`src/design/sqt_pkg.sv`:
```
`timescale 1ns / 1ps
// Shared types and constants for the shell quote tokenizer.
// No dependencies; used by sqt_core, sqt_emit and shell_quote_tokenizer.

package sqt_pkg;

    // Characters with a special meaning
    localparam logic [7:0] CH_SQUOTE = 8'h27;
    localparam logic [7:0] CH_DQUOTE = 8'h22;
    localparam logic [7:0] CH_BSLASH = 8'h5C;
    localparam logic [7:0] CH_GT     = 8'h3E;
    localparam logic [7:0] CH_TWO    = 8'h32;
    localparam logic [7:0] CH_SPACE  = 8'h20;
    localparam logic [7:0] CH_DOLLAR = 8'h24;
    localparam logic [7:0] CH_BTICK  = 8'h60;

    // Input item codes
    localparam logic OP_CHAR = 1'b0;
    localparam logic OP_EOL  = 1'b1;

    // Token type codes carried on a token end
    localparam logic [2:0] TT_WORD    = 3'd0;
    localparam logic [2:0] TT_SINGLE  = 3'd1;
    localparam logic [2:0] TT_DOUBLE  = 3'd2;
    localparam logic [2:0] TT_GT      = 3'd3;
    localparam logic [2:0] TT_GTGT    = 3'd4;
    localparam logic [2:0] TT_TWOGT   = 3'd5;
    localparam logic [2:0] TT_TWOGTGT = 3'd6;

    // Most results one input item can cause
    localparam int MAX_RES = 4;

    typedef enum logic [1:0] {
        KIND_CONTENT = 2'd0,
        KIND_END     = 2'd1,
        KIND_EOL     = 2'd2
    } t_kind;

    // Quoting mode, one-hot
    typedef enum logic [3:0] {
        M_NORMAL = 4'b0001,
        M_SINGLE = 4'b0010,
        M_DOUBLE = 4'b0100,
        M_ESCAPE = 4'b1000
    } t_mode;

    // Held-back lookahead, one-hot
    typedef enum logic [3:0] {
        P_NONE  = 4'b0001,
        P_GT    = 4'b0010,
        P_TWO   = 4'b0100,
        P_TWOGT = 4'b1000
    } t_pend;

    typedef struct packed {
        t_kind      kind;
        logic [7:0] data;
        logic [2:0] ttype;
    } t_result;

    // All results of one input item, in order, with their count
    typedef struct packed {
        t_result [MAX_RES-1:0] res;
        logic [$clog2(MAX_RES+1)-1:0] cnt;
    } t_bundle;

endpackage

```
`src/design/sqt_core.sv`:
```
`timescale 1ns / 1ps
// Tokenizer state and the single-pass step logic that turns one input item
// into a bundle of up to four results. Depends on sqt_pkg.

module sqt_core (
    input  logic                i_clk,
    input  logic                i_rst_n,
    input  logic                i_load,
    input  logic                i_op,
    input  logic [7:0]          i_char_byte,
    output sqt_pkg::t_bundle    o_bundle
);

    sqt_pkg::t_mode r_mode, n_mode;
    sqt_pkg::t_pend r_pend, n_pend;
    logic           r_esc_dq, n_esc_dq;
    logic           r_tok_open, n_tok_open;

    // Append one result to a bundle
    function automatic sqt_pkg::t_bundle push(input sqt_pkg::t_bundle b,
                                              input sqt_pkg::t_kind k,
                                              input logic [7:0] d,
                                              input logic [2:0] t);
        sqt_pkg::t_bundle r;
        r = b;
        r.res[b.cnt[1:0]] = '{kind: k, data: d, ttype: t};
        r.cnt = b.cnt + 1'b1;
        return r;
    endfunction

    // Step: resolve lookahead, then mode, then the plain-byte rules
    always_comb begin
        sqt_pkg::t_bundle b;
        logic             do_normal;
        logic [7:0]       c;

        b          = '0;
        do_normal  = 1'b0;
        c          = i_char_byte;
        n_mode     = r_mode;
        n_pend     = r_pend;
        n_esc_dq   = r_esc_dq;
        n_tok_open = r_tok_open;

        if (i_op == sqt_pkg::OP_EOL) begin
            // flush held-back operator or digit
            case (r_pend)
                sqt_pkg::P_GT: begin
                    b = push(b, sqt_pkg::KIND_CONTENT, sqt_pkg::CH_GT, 3'd0);
                    b = push(b, sqt_pkg::KIND_END, 8'd0, sqt_pkg::TT_GT);
                    n_tok_open = 1'b0;
                end
                sqt_pkg::P_TWO: begin
                    b = push(b, sqt_pkg::KIND_CONTENT, sqt_pkg::CH_TWO, 3'd0);
                    n_tok_open = 1'b1;
                end
                sqt_pkg::P_TWOGT: begin
                    b = push(b, sqt_pkg::KIND_CONTENT, sqt_pkg::CH_TWO, 3'd0);
                    b = push(b, sqt_pkg::KIND_CONTENT, sqt_pkg::CH_GT, 3'd0);
                    b = push(b, sqt_pkg::KIND_END, 8'd0, sqt_pkg::TT_TWOGT);
                    n_tok_open = 1'b0;
                end
                default: ;
            endcase
            // keep a dangling backslash inside double quotes
            if (r_mode == sqt_pkg::M_ESCAPE && r_esc_dq) begin
                b = push(b, sqt_pkg::KIND_CONTENT, sqt_pkg::CH_BSLASH, 3'd0);
                n_tok_open = 1'b1;
            end
            if (n_tok_open)
                b = push(b, sqt_pkg::KIND_END, 8'd0, sqt_pkg::TT_WORD);
            b = push(b, sqt_pkg::KIND_EOL, 8'd0, 3'd0);
            n_mode     = sqt_pkg::M_NORMAL;
            n_pend     = sqt_pkg::P_NONE;
            n_esc_dq   = 1'b0;
            n_tok_open = 1'b0;
        end else begin
            case (r_pend)
                sqt_pkg::P_GT: begin
                    n_pend = sqt_pkg::P_NONE;
                    b = push(b, sqt_pkg::KIND_CONTENT, sqt_pkg::CH_GT, 3'd0);
                    if (c == sqt_pkg::CH_GT) begin
                        b = push(b, sqt_pkg::KIND_CONTENT, sqt_pkg::CH_GT, 3'd0);
                        b = push(b, sqt_pkg::KIND_END, 8'd0, sqt_pkg::TT_GTGT);
                    end else begin
                        b = push(b, sqt_pkg::KIND_END, 8'd0, sqt_pkg::TT_GT);
                        do_normal = 1'b1;
                    end
                    n_tok_open = 1'b0;
                end
                sqt_pkg::P_TWO: begin
                    if (c == sqt_pkg::CH_GT) begin
                        // the digit belongs to the operator: end the word first
                        if (r_tok_open)
                            b = push(b, sqt_pkg::KIND_END, 8'd0, sqt_pkg::TT_WORD);
                        n_tok_open = 1'b0;
                        n_pend     = sqt_pkg::P_TWOGT;
                    end else begin
                        n_pend = sqt_pkg::P_NONE;
                        b = push(b, sqt_pkg::KIND_CONTENT, sqt_pkg::CH_TWO, 3'd0);
                        n_tok_open = 1'b1;
                        do_normal  = 1'b1;
                    end
                end
                sqt_pkg::P_TWOGT: begin
                    n_pend = sqt_pkg::P_NONE;
                    b = push(b, sqt_pkg::KIND_CONTENT, sqt_pkg::CH_TWO, 3'd0);
                    b = push(b, sqt_pkg::KIND_CONTENT, sqt_pkg::CH_GT, 3'd0);
                    if (c == sqt_pkg::CH_GT) begin
                        b = push(b, sqt_pkg::KIND_CONTENT, sqt_pkg::CH_GT, 3'd0);
                        b = push(b, sqt_pkg::KIND_END, 8'd0, sqt_pkg::TT_TWOGTGT);
                    end else begin
                        b = push(b, sqt_pkg::KIND_END, 8'd0, sqt_pkg::TT_TWOGT);
                        do_normal = 1'b1;
                    end
                    n_tok_open = 1'b0;
                end
                default: begin
                    case (r_mode)
                        sqt_pkg::M_NORMAL: do_normal = 1'b1;
                        sqt_pkg::M_SINGLE: begin
                            if (c == sqt_pkg::CH_SQUOTE) begin
                                b = push(b, sqt_pkg::KIND_END, 8'd0, sqt_pkg::TT_SINGLE);
                                n_tok_open = 1'b0;
                                n_mode     = sqt_pkg::M_NORMAL;
                            end else begin
                                b = push(b, sqt_pkg::KIND_CONTENT, c, 3'd0);
                                n_tok_open = 1'b1;
                            end
                        end
                        sqt_pkg::M_DOUBLE: begin
                            if (c == sqt_pkg::CH_BSLASH) begin
                                n_mode   = sqt_pkg::M_ESCAPE;
                                n_esc_dq = 1'b1;
                            end else if (c == sqt_pkg::CH_DQUOTE) begin
                                b = push(b, sqt_pkg::KIND_END, 8'd0, sqt_pkg::TT_DOUBLE);
                                n_tok_open = 1'b0;
                                n_mode     = sqt_pkg::M_NORMAL;
                            end else begin
                                b = push(b, sqt_pkg::KIND_CONTENT, c, 3'd0);
                                n_tok_open = 1'b1;
                            end
                        end
                        default: begin
                            // escaped byte
                            if (r_esc_dq) begin
                                if (!(c == sqt_pkg::CH_DQUOTE || c == sqt_pkg::CH_BSLASH ||
                                      c == sqt_pkg::CH_DOLLAR || c == sqt_pkg::CH_BTICK))
                                    b = push(b, sqt_pkg::KIND_CONTENT, sqt_pkg::CH_BSLASH,
                                             3'd0);
                                n_mode = sqt_pkg::M_DOUBLE;
                            end else begin
                                n_mode = sqt_pkg::M_NORMAL;
                            end
                            b = push(b, sqt_pkg::KIND_CONTENT, c, 3'd0);
                            n_tok_open = 1'b1;
                            n_esc_dq   = 1'b0;
                        end
                    endcase
                end
            endcase

            // plain-mode handling of the current byte
            if (do_normal) begin
                if (c == sqt_pkg::CH_SQUOTE || c == sqt_pkg::CH_DQUOTE ||
                    c == sqt_pkg::CH_GT || c == sqt_pkg::CH_SPACE) begin
                    if (n_tok_open)
                        b = push(b, sqt_pkg::KIND_END, 8'd0, sqt_pkg::TT_WORD);
                    n_tok_open = 1'b0;
                    if (c == sqt_pkg::CH_SQUOTE)
                        n_mode = sqt_pkg::M_SINGLE;
                    else if (c == sqt_pkg::CH_DQUOTE)
                        n_mode = sqt_pkg::M_DOUBLE;
                    else if (c == sqt_pkg::CH_GT)
                        n_pend = sqt_pkg::P_GT;
                end else if (c == sqt_pkg::CH_BSLASH) begin
                    n_mode   = sqt_pkg::M_ESCAPE;
                    n_esc_dq = 1'b0;
                end else if (c == sqt_pkg::CH_TWO) begin
                    n_pend = sqt_pkg::P_TWO;
                end else begin
                    b = push(b, sqt_pkg::KIND_CONTENT, c, 3'd0);
                    n_tok_open = 1'b1;
                end
            end
        end

        o_bundle = b;
    end

    // Advance state on each loaded item
    always_ff @(posedge i_clk) begin
        if (!i_rst_n) begin
            r_mode     <= sqt_pkg::M_NORMAL;
            r_pend     <= sqt_pkg::P_NONE;
            r_esc_dq   <= 1'b0;
            r_tok_open <= 1'b0;
        end else if (i_load) begin
            r_mode     <= n_mode;
            r_pend     <= n_pend;
            r_esc_dq   <= n_esc_dq;
            r_tok_open <= n_tok_open;
        end
    end

endmodule

```
`src/design/sqt_emit.sv`:
```
`timescale 1ns / 1ps
// Result register: holds one bundle and hands its results out one transfer
// per cycle while i_stall is low. Depends on sqt_pkg.

module sqt_emit (
    input  logic                i_clk,
    input  logic                i_rst_n,
    input  logic                i_load_req,
    input  sqt_pkg::t_bundle    i_bundle,
    output logic                o_can_load,
    output logic                o_valid,
    input  logic                i_stall,
    output logic [1:0]          o_kind,
    output logic [7:0]          o_data_byte,
    output logic [2:0]          o_token_type,
    output logic                o_last_of_run
);

    localparam int CntW = $clog2(sqt_pkg::MAX_RES + 1);
    localparam int IdxW = $clog2(sqt_pkg::MAX_RES);

    sqt_pkg::t_result [sqt_pkg::MAX_RES-1:0] r_res;
    logic [CntW-1:0] r_cnt;
    logic [IdxW-1:0] r_idx;

    logic xfer;
    logic is_last;
    logic load;

    assign o_valid    = (r_cnt != '0);
    assign xfer       = o_valid && !i_stall;
    assign is_last    = ({1'b0, r_idx} + 1'b1) == r_cnt;
    assign o_can_load = !o_valid || (xfer && is_last);
    assign load       = i_load_req && o_can_load;

    assign o_kind        = r_res[r_idx].kind;
    assign o_data_byte   = r_res[r_idx].data;
    assign o_token_type  = r_res[r_idx].ttype;
    assign o_last_of_run = is_last;

    // Count and index: reload, drop the finished bundle, or advance
    always_ff @(posedge i_clk) begin
        if (!i_rst_n) begin
            r_cnt <= '0;
            r_idx <= '0;
        end else if (load) begin
            r_cnt <= i_bundle.cnt;
            r_idx <= '0;
        end else if (xfer && is_last) begin
            r_cnt <= '0;
            r_idx <= '0;
        end else if (xfer) begin
            r_idx <= r_idx + 1'b1;
        end
    end

    // Payload of the bundle
    always_ff @(posedge i_clk) begin
        if (load)
            r_res <= i_bundle.res;
    end

endmodule

```
`src/design/shell_quote_tokenizer.sv`:
```
`timescale 1ns / 1ps
// Shell quote tokenizer, top level: input register, step logic, result
// register. Depends on sqt_pkg, sqt_core and sqt_emit.
//
// Input channel: i_valid / o_stall with i_op (0 = byte, 1 = end of line)
// and i_char_byte. Output channel: o_valid / i_stall with o_kind (content,
// token end, end of line), o_data_byte, o_token_type and o_last_of_run,
// which marks the final result caused by one input item.
// An accepted item waits in the input register until the result register
// can take it; then the step logic updates the tokenizer state and loads
// its zero to four results into the result register. Results leave one per
// cycle while i_stall is low, one result at a time; the next item's bundle
// loads in the same cycle as the current one's last result transfers out.
// Items that cause no result (held-back lookahead, quote opens) leave the
// output idle. While the receiver stalls, the current result holds; the
// input register still takes one more item, then o_stall rises.
// Reset (synchronous, active low) empties both registers and returns the
// tokenizer to plain mode with no open token and nothing held back.

module shell_quote_tokenizer (
    input  logic       i_clk,
    input  logic       i_rst_n,
    input  logic       i_valid,
    output logic       o_stall,
    input  logic       i_op,
    input  logic [7:0] i_char_byte,
    output logic       o_valid,
    input  logic       i_stall,
    output logic [1:0] o_kind,
    output logic [7:0] o_data_byte,
    output logic [2:0] o_token_type,
    output logic       o_last_of_run
);

    logic       r_in_valid;
    logic       r_in_op;
    logic [7:0] r_in_char;

    logic             can_load;
    logic             load;
    logic             accept;
    sqt_pkg::t_bundle bundle;

    assign load    = r_in_valid && can_load;
    assign o_stall = r_in_valid && !can_load;
    assign accept  = i_valid && !o_stall;

    // Input register: fill on a transfer in, empty when its item is loaded
    always_ff @(posedge i_clk) begin
        if (!i_rst_n) begin
            r_in_valid <= 1'b0;
        end else if (accept) begin
            r_in_valid <= 1'b1;
        end else if (load) begin
            r_in_valid <= 1'b0;
        end
    end

    always_ff @(posedge i_clk) begin
        if (accept) begin
            r_in_op   <= i_op;
            r_in_char <= i_char_byte;
        end
    end

    sqt_core u_core (
        .i_clk       (i_clk),
        .i_rst_n     (i_rst_n),
        .i_load      (load),
        .i_op        (r_in_op),
        .i_char_byte (r_in_char),
        .o_bundle    (bundle)
    );

    sqt_emit u_emit (
        .i_clk         (i_clk),
        .i_rst_n       (i_rst_n),
        .i_load_req    (r_in_valid),
        .i_bundle      (bundle),
        .o_can_load    (can_load),
        .o_valid       (o_valid),
        .i_stall       (i_stall),
        .o_kind        (o_kind),
        .o_data_byte   (o_data_byte),
        .o_token_type  (o_token_type),
        .o_last_of_run (o_last_of_run)
    );

endmodule
```
`config.mk`:
```
export PLATFORM = sky130hd
export DESIGN_NAME = shell_quote_tokenizer
export DESIGN_NICKNAME = d
export VERILOG_FILES = /design/src/design/sqt_pkg.sv /design/src/design/sqt_core.sv /design/src/design/sqt_emit.sv /design/src/design/shell_quote_tokenizer.sv
export SDC_FILE = /design/constraint.sdc
export NUM_CORES = 1
export LEC_CHECK = 0
export ABC_AREA = 0
export BUFFER_PORTS_ARGS = -buffer_cell sky130_fd_sc_hd__buf_2
export CAP_MARGIN = 40
export CORE_MARGIN = 2
export CORE_UTILIZATION = 50
export DETAILED_ROUTE_END_ITERATION = 6
export PLACE_DENSITY = 0.81
export SYNTH_ARGS = -nofsm -noshare
export SYNTH_HDL_FRONTEND = slang
export SYNTH_SLANG_ARGS = --single-unit
export TNS_END_PERCENT = 5
```
`constraint.sdc`:
```
create_clock -name i_clk -period 3.1 [get_ports i_clk]
set_input_delay 0.465 -clock i_clk [delete_from_list [all_inputs] [get_ports i_clk]]
set_output_delay 0.465 -clock i_clk [all_outputs]
set_load 0.03 [all_outputs]
```
**After elaboration in Yosys (flattened, before gate mapping)**

Cells that the tools add are included.

- Add/subtract/negate cells: 7
- Eq/ne operators: 16
- Bitwise operators: 13
- Mux-type cells: 92
- Reduce and logical (&&, ||, !) cells: 30
- $lt $le $gt $ge: 11

Operators with widths:

| cell | count |
|---|---|
| two-way mux 55 bit | 17 |
| one-hot mux 55 bit (3 select lines) | 2 |
| bitwise AND 48 bit | 3 |
| inverter 48 bit | 3 |
| demux 13 bit (select 2 bit) | 5 |
| one-hot mux 41 bit (3 select lines) | 1 |
| bitwise mux 52 bit | 2 |
| two-way mux 13 bit | 7 |
| two-way mux 4 bit | 19 |
| two-way mux 15 bit | 4 |
| two-way mux 54 bit | 1 |
| == test 8 x 6 -> 1 bit, second input constant | 6 |
| two-way mux 41 bit | 1 |
| bitwise AND 36 bit | 1 |
| inverter 36 bit | 1 |
| binary-select mux 13 bit (select 2 bit) | 1 |
| two-way mux 1 bit | 23 |
| less-than comparator 2 x 3 -> 1 bit, second input constant | 6 |
| == test 8 x 7 -> 1 bit, second input constant | 2 |
| OR 16 bit | 1 |
| adder 3 x 1 -> 3 bit, second input constant | 5 |
| OR 4 bit | 3 |
| one-hot mux 4 bit (3 select lines) | 1 |
| logical AND 1 bit | 11 |
| other kinds (19) | 43 |

- Register bits: 77
- Output and inout bits: 16

**Logic depth before layout (Yosys ltp)**

- Depth after elaboration: 28
- Gate-level depth with buffers: 18
- Depth with buffers taken out: 16

**Cells and area by module**

From an unflattened synthesis, not the netlist that was laid out.

- Cell total of the unflattened synthesis: 486
- Area total of the unflattened synthesis: 4997.3 um^2

By module, submodules not included:

| module | cells each | area an instance (um^2) | times used |
|---|---|---|---|
| sqt_core | 368 | 2479.9 | 1 |
| sqt_emit | 104 | 2193.4 | 1 |
| shell_quote_tokenizer | 14 | 324.1 | 1 |

**Worst setup path before layout**

OpenSTA, ideal clock, no wires.

- Path kind: register -> register
- Start: register u_core.r_pend[2]
- End: register u_emit.r_res[18] in the netlist's numbering, data pin
- Clock period less this slack: 3152 ps
- Data arrival time: 2889 ps
- Setup time: 262 ps
- Setup slack: -52 ps
- Cell stages (with the launch flop): 18
- Path buffers: 2
- Path through: dfxtp_1 > buf_6 > or4b_1 > buf_2 > nand2_1 > ha_1 > nand2_1 > o21a_1 > ha_1 > nand2_1 > o21ai_0 > inv_1 > ha_1 > nand2b_1 > a21oi_1 > a21boi_0 > nor2_1 > a21oi_1

RTL lines:

| what | line | source |
|---|---|---|
| start: declaration | sqt_core.sv:15 | `sqt_pkg::t_pend r_pend, n_pend;` |
| start signal: assignment | sqt_core.sv:195 | `r_pend <= sqt_pkg::P_NONE;` |
| start signal: assignment | sqt_core.sv:200 | `r_pend <= n_pend;` |
| end signal: assignment | sqt_emit.sv:60 | `r_res <= i_bundle.res;` |
| end: declaration | sqt_emit.sv:22 | `sqt_pkg::t_result [sqt_pkg::MAX_RES-1:0] r_res;` |

==> summary.txt <==
adder and majority cell fraction of the synthesized area - 5.43%
WL per Instance - 19.7 microns
max-slew violations - 0
Ports - 29
worst-margin pin slew - 768 ps
worst endpoint data arrival time - 3240 ps
Pleak - 2.19 nW
Layout Area Growth over Synthesis - 17.2%
worst reg-to-reg setup slack - 50 ps
period utilisation layout - 98.5%
hold path startpoint - i_char_byte[3]
Placed Cells - 658
post-synthesis sequential area ratio - 40.8%
EDFF count, synth - 55
DRT Wirelength - 13,300 microns
Hold EP - r_in_char[3]
DR iter-0 viols - 415
Cell variety after synth - 82
Post-Syn Area - 4840 sq um
grt total ovfl - 0
Detailed Place HPWL - 9890 microns
Root Driver - clkbuf_8
Worst EP required - 3290 ps
min Tclk post-route - 3050 ps
Relative slew margins - 48.7%
main combinational cell family by area after synthesis - compound AO/OA/AOI/OAI gates
final-report setup violation count - 0
Crit Path Max Fanout - 4
Peak VDD IR - 0.232 mV
CP Launch Type - flip-flop
hold_buf cts - 0
Fmax - 327 MHz
Main synth FF type - edfxtp_1
antenna-violating nets left - 0
worst r2r src - u_core.r_pend[2]
Syn Nets - 514
clk slew on worst S/H paths - 90 ps
GR Util All Layers - 26.1%
asr flop ratio synth - 0%
worst-skew pair later-pin latency - 350 ps
Buf+Inv Stages, Crit Path - 1
Worst setup EP type - flip-flop
ANT cells - 0
gate count after technology mapping - 480
outcome - finished, violations left
RSZ-0062 raised after global routing - true
H-tree level count - 3
Hold Violations, Final - 0
register bit total from synthesis - 71
Yosys Warn Count - 0
wire length of the first global-routing pass - 20,800 microns
worst-case clock skew - 11.5 ps
core footprint - 9330 sq um
top cell type's share of synthesized area - 34.1%
number of global-route vias before repair - 4,037
PortBufs - 28
Rows - 35
layout cells sized above 1 - 28.0%
Worst path top cell family by delay - simple AND/OR/NAND/NOR gates
post-synth top area cell - edfxtp_1
top area cells in the synthesized netlist - edfxtp_1 (34%), dfxtp_1 (6.6%), ha_1 (5.4%)
post-DR vias/cell - 6.18
XOR/XNOR share of the synthesized area - 1.81%
Synth Area in Simple Gates - 20.8%
violated checks - design-rule violations
DR pass1 iterations - 7
vias - 4,174
total power - 2.22 mW
CTS max path bufs - 2
pwr/cell area - 392 nW/um^2
initial antenna violation count - 0
worst reg2reg path depth - 15
Die H - 102 microns
crit path kind - reg2reg
Synth Area in Compound Gates - 21.4%
Hold WS - 284 ps
initial core utilization - 51.9%
Chip Width - 102 microns
largest net degree at the start of global routing - 40
CP max stage cell - or4b_4
most common cell in the netlist - edfxtp_1
pre-CTS setup slack - 64.1 ps
Worst path max stage delay - 570 ps
PnR worst setup slack - 46.2 ps
Layout Nets - 575
DRC - 1
max cap viols - 0
post-route insts no fill - 675
syn avg cell area - 10.1 sq um
mux cell area share after synthesis - 5.48%
critical path cell sequence - or4b_4, nand2_4, ha_1, nand2_1, o21a_1, ha_1, nand2_1, o21ai_2, inv_1, ha_1, nand2b_2, a21oi_2, a21boi_2, nor2_1, a21oi_1
list of most frequent post-synthesis cells - edfxtp_1 (55), nand2_1 (48), a21oi_1 (34), o21ai_0 (28), nor2_1 (25)
clk sink count - 71
TritonCTS clock tree - yes
Final GP Congestion - 1.05
die area - 10,500 sq um
Inserted Clock Buffers - 9
worst hold path stage count - 1
hold crit path type - in2reg
RR Endpoint - u_emit.r_res[19]
most frequent CP cell - ha_1
-- routing by layer --
layer | vias up | GRT usage, % | share of wire, %
met2 | 233 | 43.7 | 48
met3 | 34 | 5.75 | 8.1
met4 | 0 | 8.72 | 2.9
met1 | 1971 | 33.7 | 41
met5 | - | 0 | 0
li1 | 1936 | - | -
-- sequential cells by signal, summed over array words and instances (netlist names) --
register and count:
r_in_char 8, r_in_op 1, r_in_valid 1, u_core.r_esc_dq 1, u_core.r_mode 4, u_core.r_pend 4
u_core.r_tok_open 1, u_emit.r_cnt 3, u_emit.r_idx 2, u_emit.r_res 46
-- cells in the final DEF (no fill, tap or decap), types with 9 or more instances in the layout --
| master | instances |
|---|---|
| a21o_1 | 12 |
| a21oi_1 | 33 |
| and2_1 | 14 |
| buf_2 | 28 |
| buf_4 | 50 |
| clkbuf_8 | 9 |
| dfxtp_1 | 14 |
| edfxtp_1 | 55 |
| ha_1 | 20 |
| inv_1 | 17 |
| mux4_2 | 10 |
| nand2_1 | 47 |
| nand3_1 | 10 |
| nor2_1 | 23 |
| nor2b_1 | 11 |
| nor3_1 | 11 |
| o21ai_0 | 25 |
-- layout make-up --
type | count | area (sq um)
clock inverter | 7 | 100
fill | 764 | 3660
timing repair buffer | 79 | 527
multi-input combinational | 361 | 2710
clock buffer | 9 | 124
inverter | 19 | 71.3
tap | 129 | 161
sequential | 71 | 1970
-- stage by stage --
step / TNS [ps] / cell area [sq um] / utilization (%)
2_1_floorplan: 0 / 4840 / -
3_3_place_gp: 0 / 5380 / 57.7
3_5_place_dp: 0 / 5380 / 57.7
4_1_cts: 0 / 5600 / 60.1
5_1_grt: -319 / 5670 / 60.8
6_report: 0 / 5670 / 60.8
-- worst max-delay path by stage --
stage | start | end | slack, ps | cells past startpoint
floorplan | u_core.r_pend[2] | u_emit.r_res[18] | 10 | 17
global placement | u_core.r_pend[1] | u_emit.r_res[7] | 120 | 12
detailed placement | u_core.r_pend[2] | u_emit.r_res[19] | 60 | 15
CTS | u_core.r_pend[1] | u_emit.r_res[50] | 30 | 11
global route | u_core.r_pend[2] | u_emit.r_res[18] | -90 | 16
finish | u_core.r_pend[2] | u_emit.r_res[19] | 50 | 15
-- worst register-to-register path: stages, from the launching register on --
cell and delay [ps]:
dfxtp_1 340, or4b_4 570, nand2_4 100, ha_1 130, nand2_1 50, o21a_1 150, ha_1 290, nand2_1 60
o21ai_2 80, inv_1 80, ha_1 180, nand2b_2 210, a21oi_2 140, a21boi_2 220, nor2_1 100, a21oi_1 190
-- repair_timing --
item / in CTS / in global routing
setup endpoints to repair: 0 / 28
buffers inserted: 0 / 1
resized for setup: 0 / 19
-- cell families after synthesis --
group,Yosys count
and+or+nand+nor,172
AOI/OAI and AO/OA,144
DFF,71
buffers and inverters,48
adders and majority gates,21
muxes,14
xor gates and xnor gates,10
-- power breakdown --
part           leakage [nW]  switching (mW)  total [mW]  internal, mW
combinational          1.42           0.177       0.277         0.100
clock                 0.115           0.391       0.853         0.462
sequential            0.659          0.0194        1.09          1.07
No activity file was read; power rests on OpenSTA's default activity.
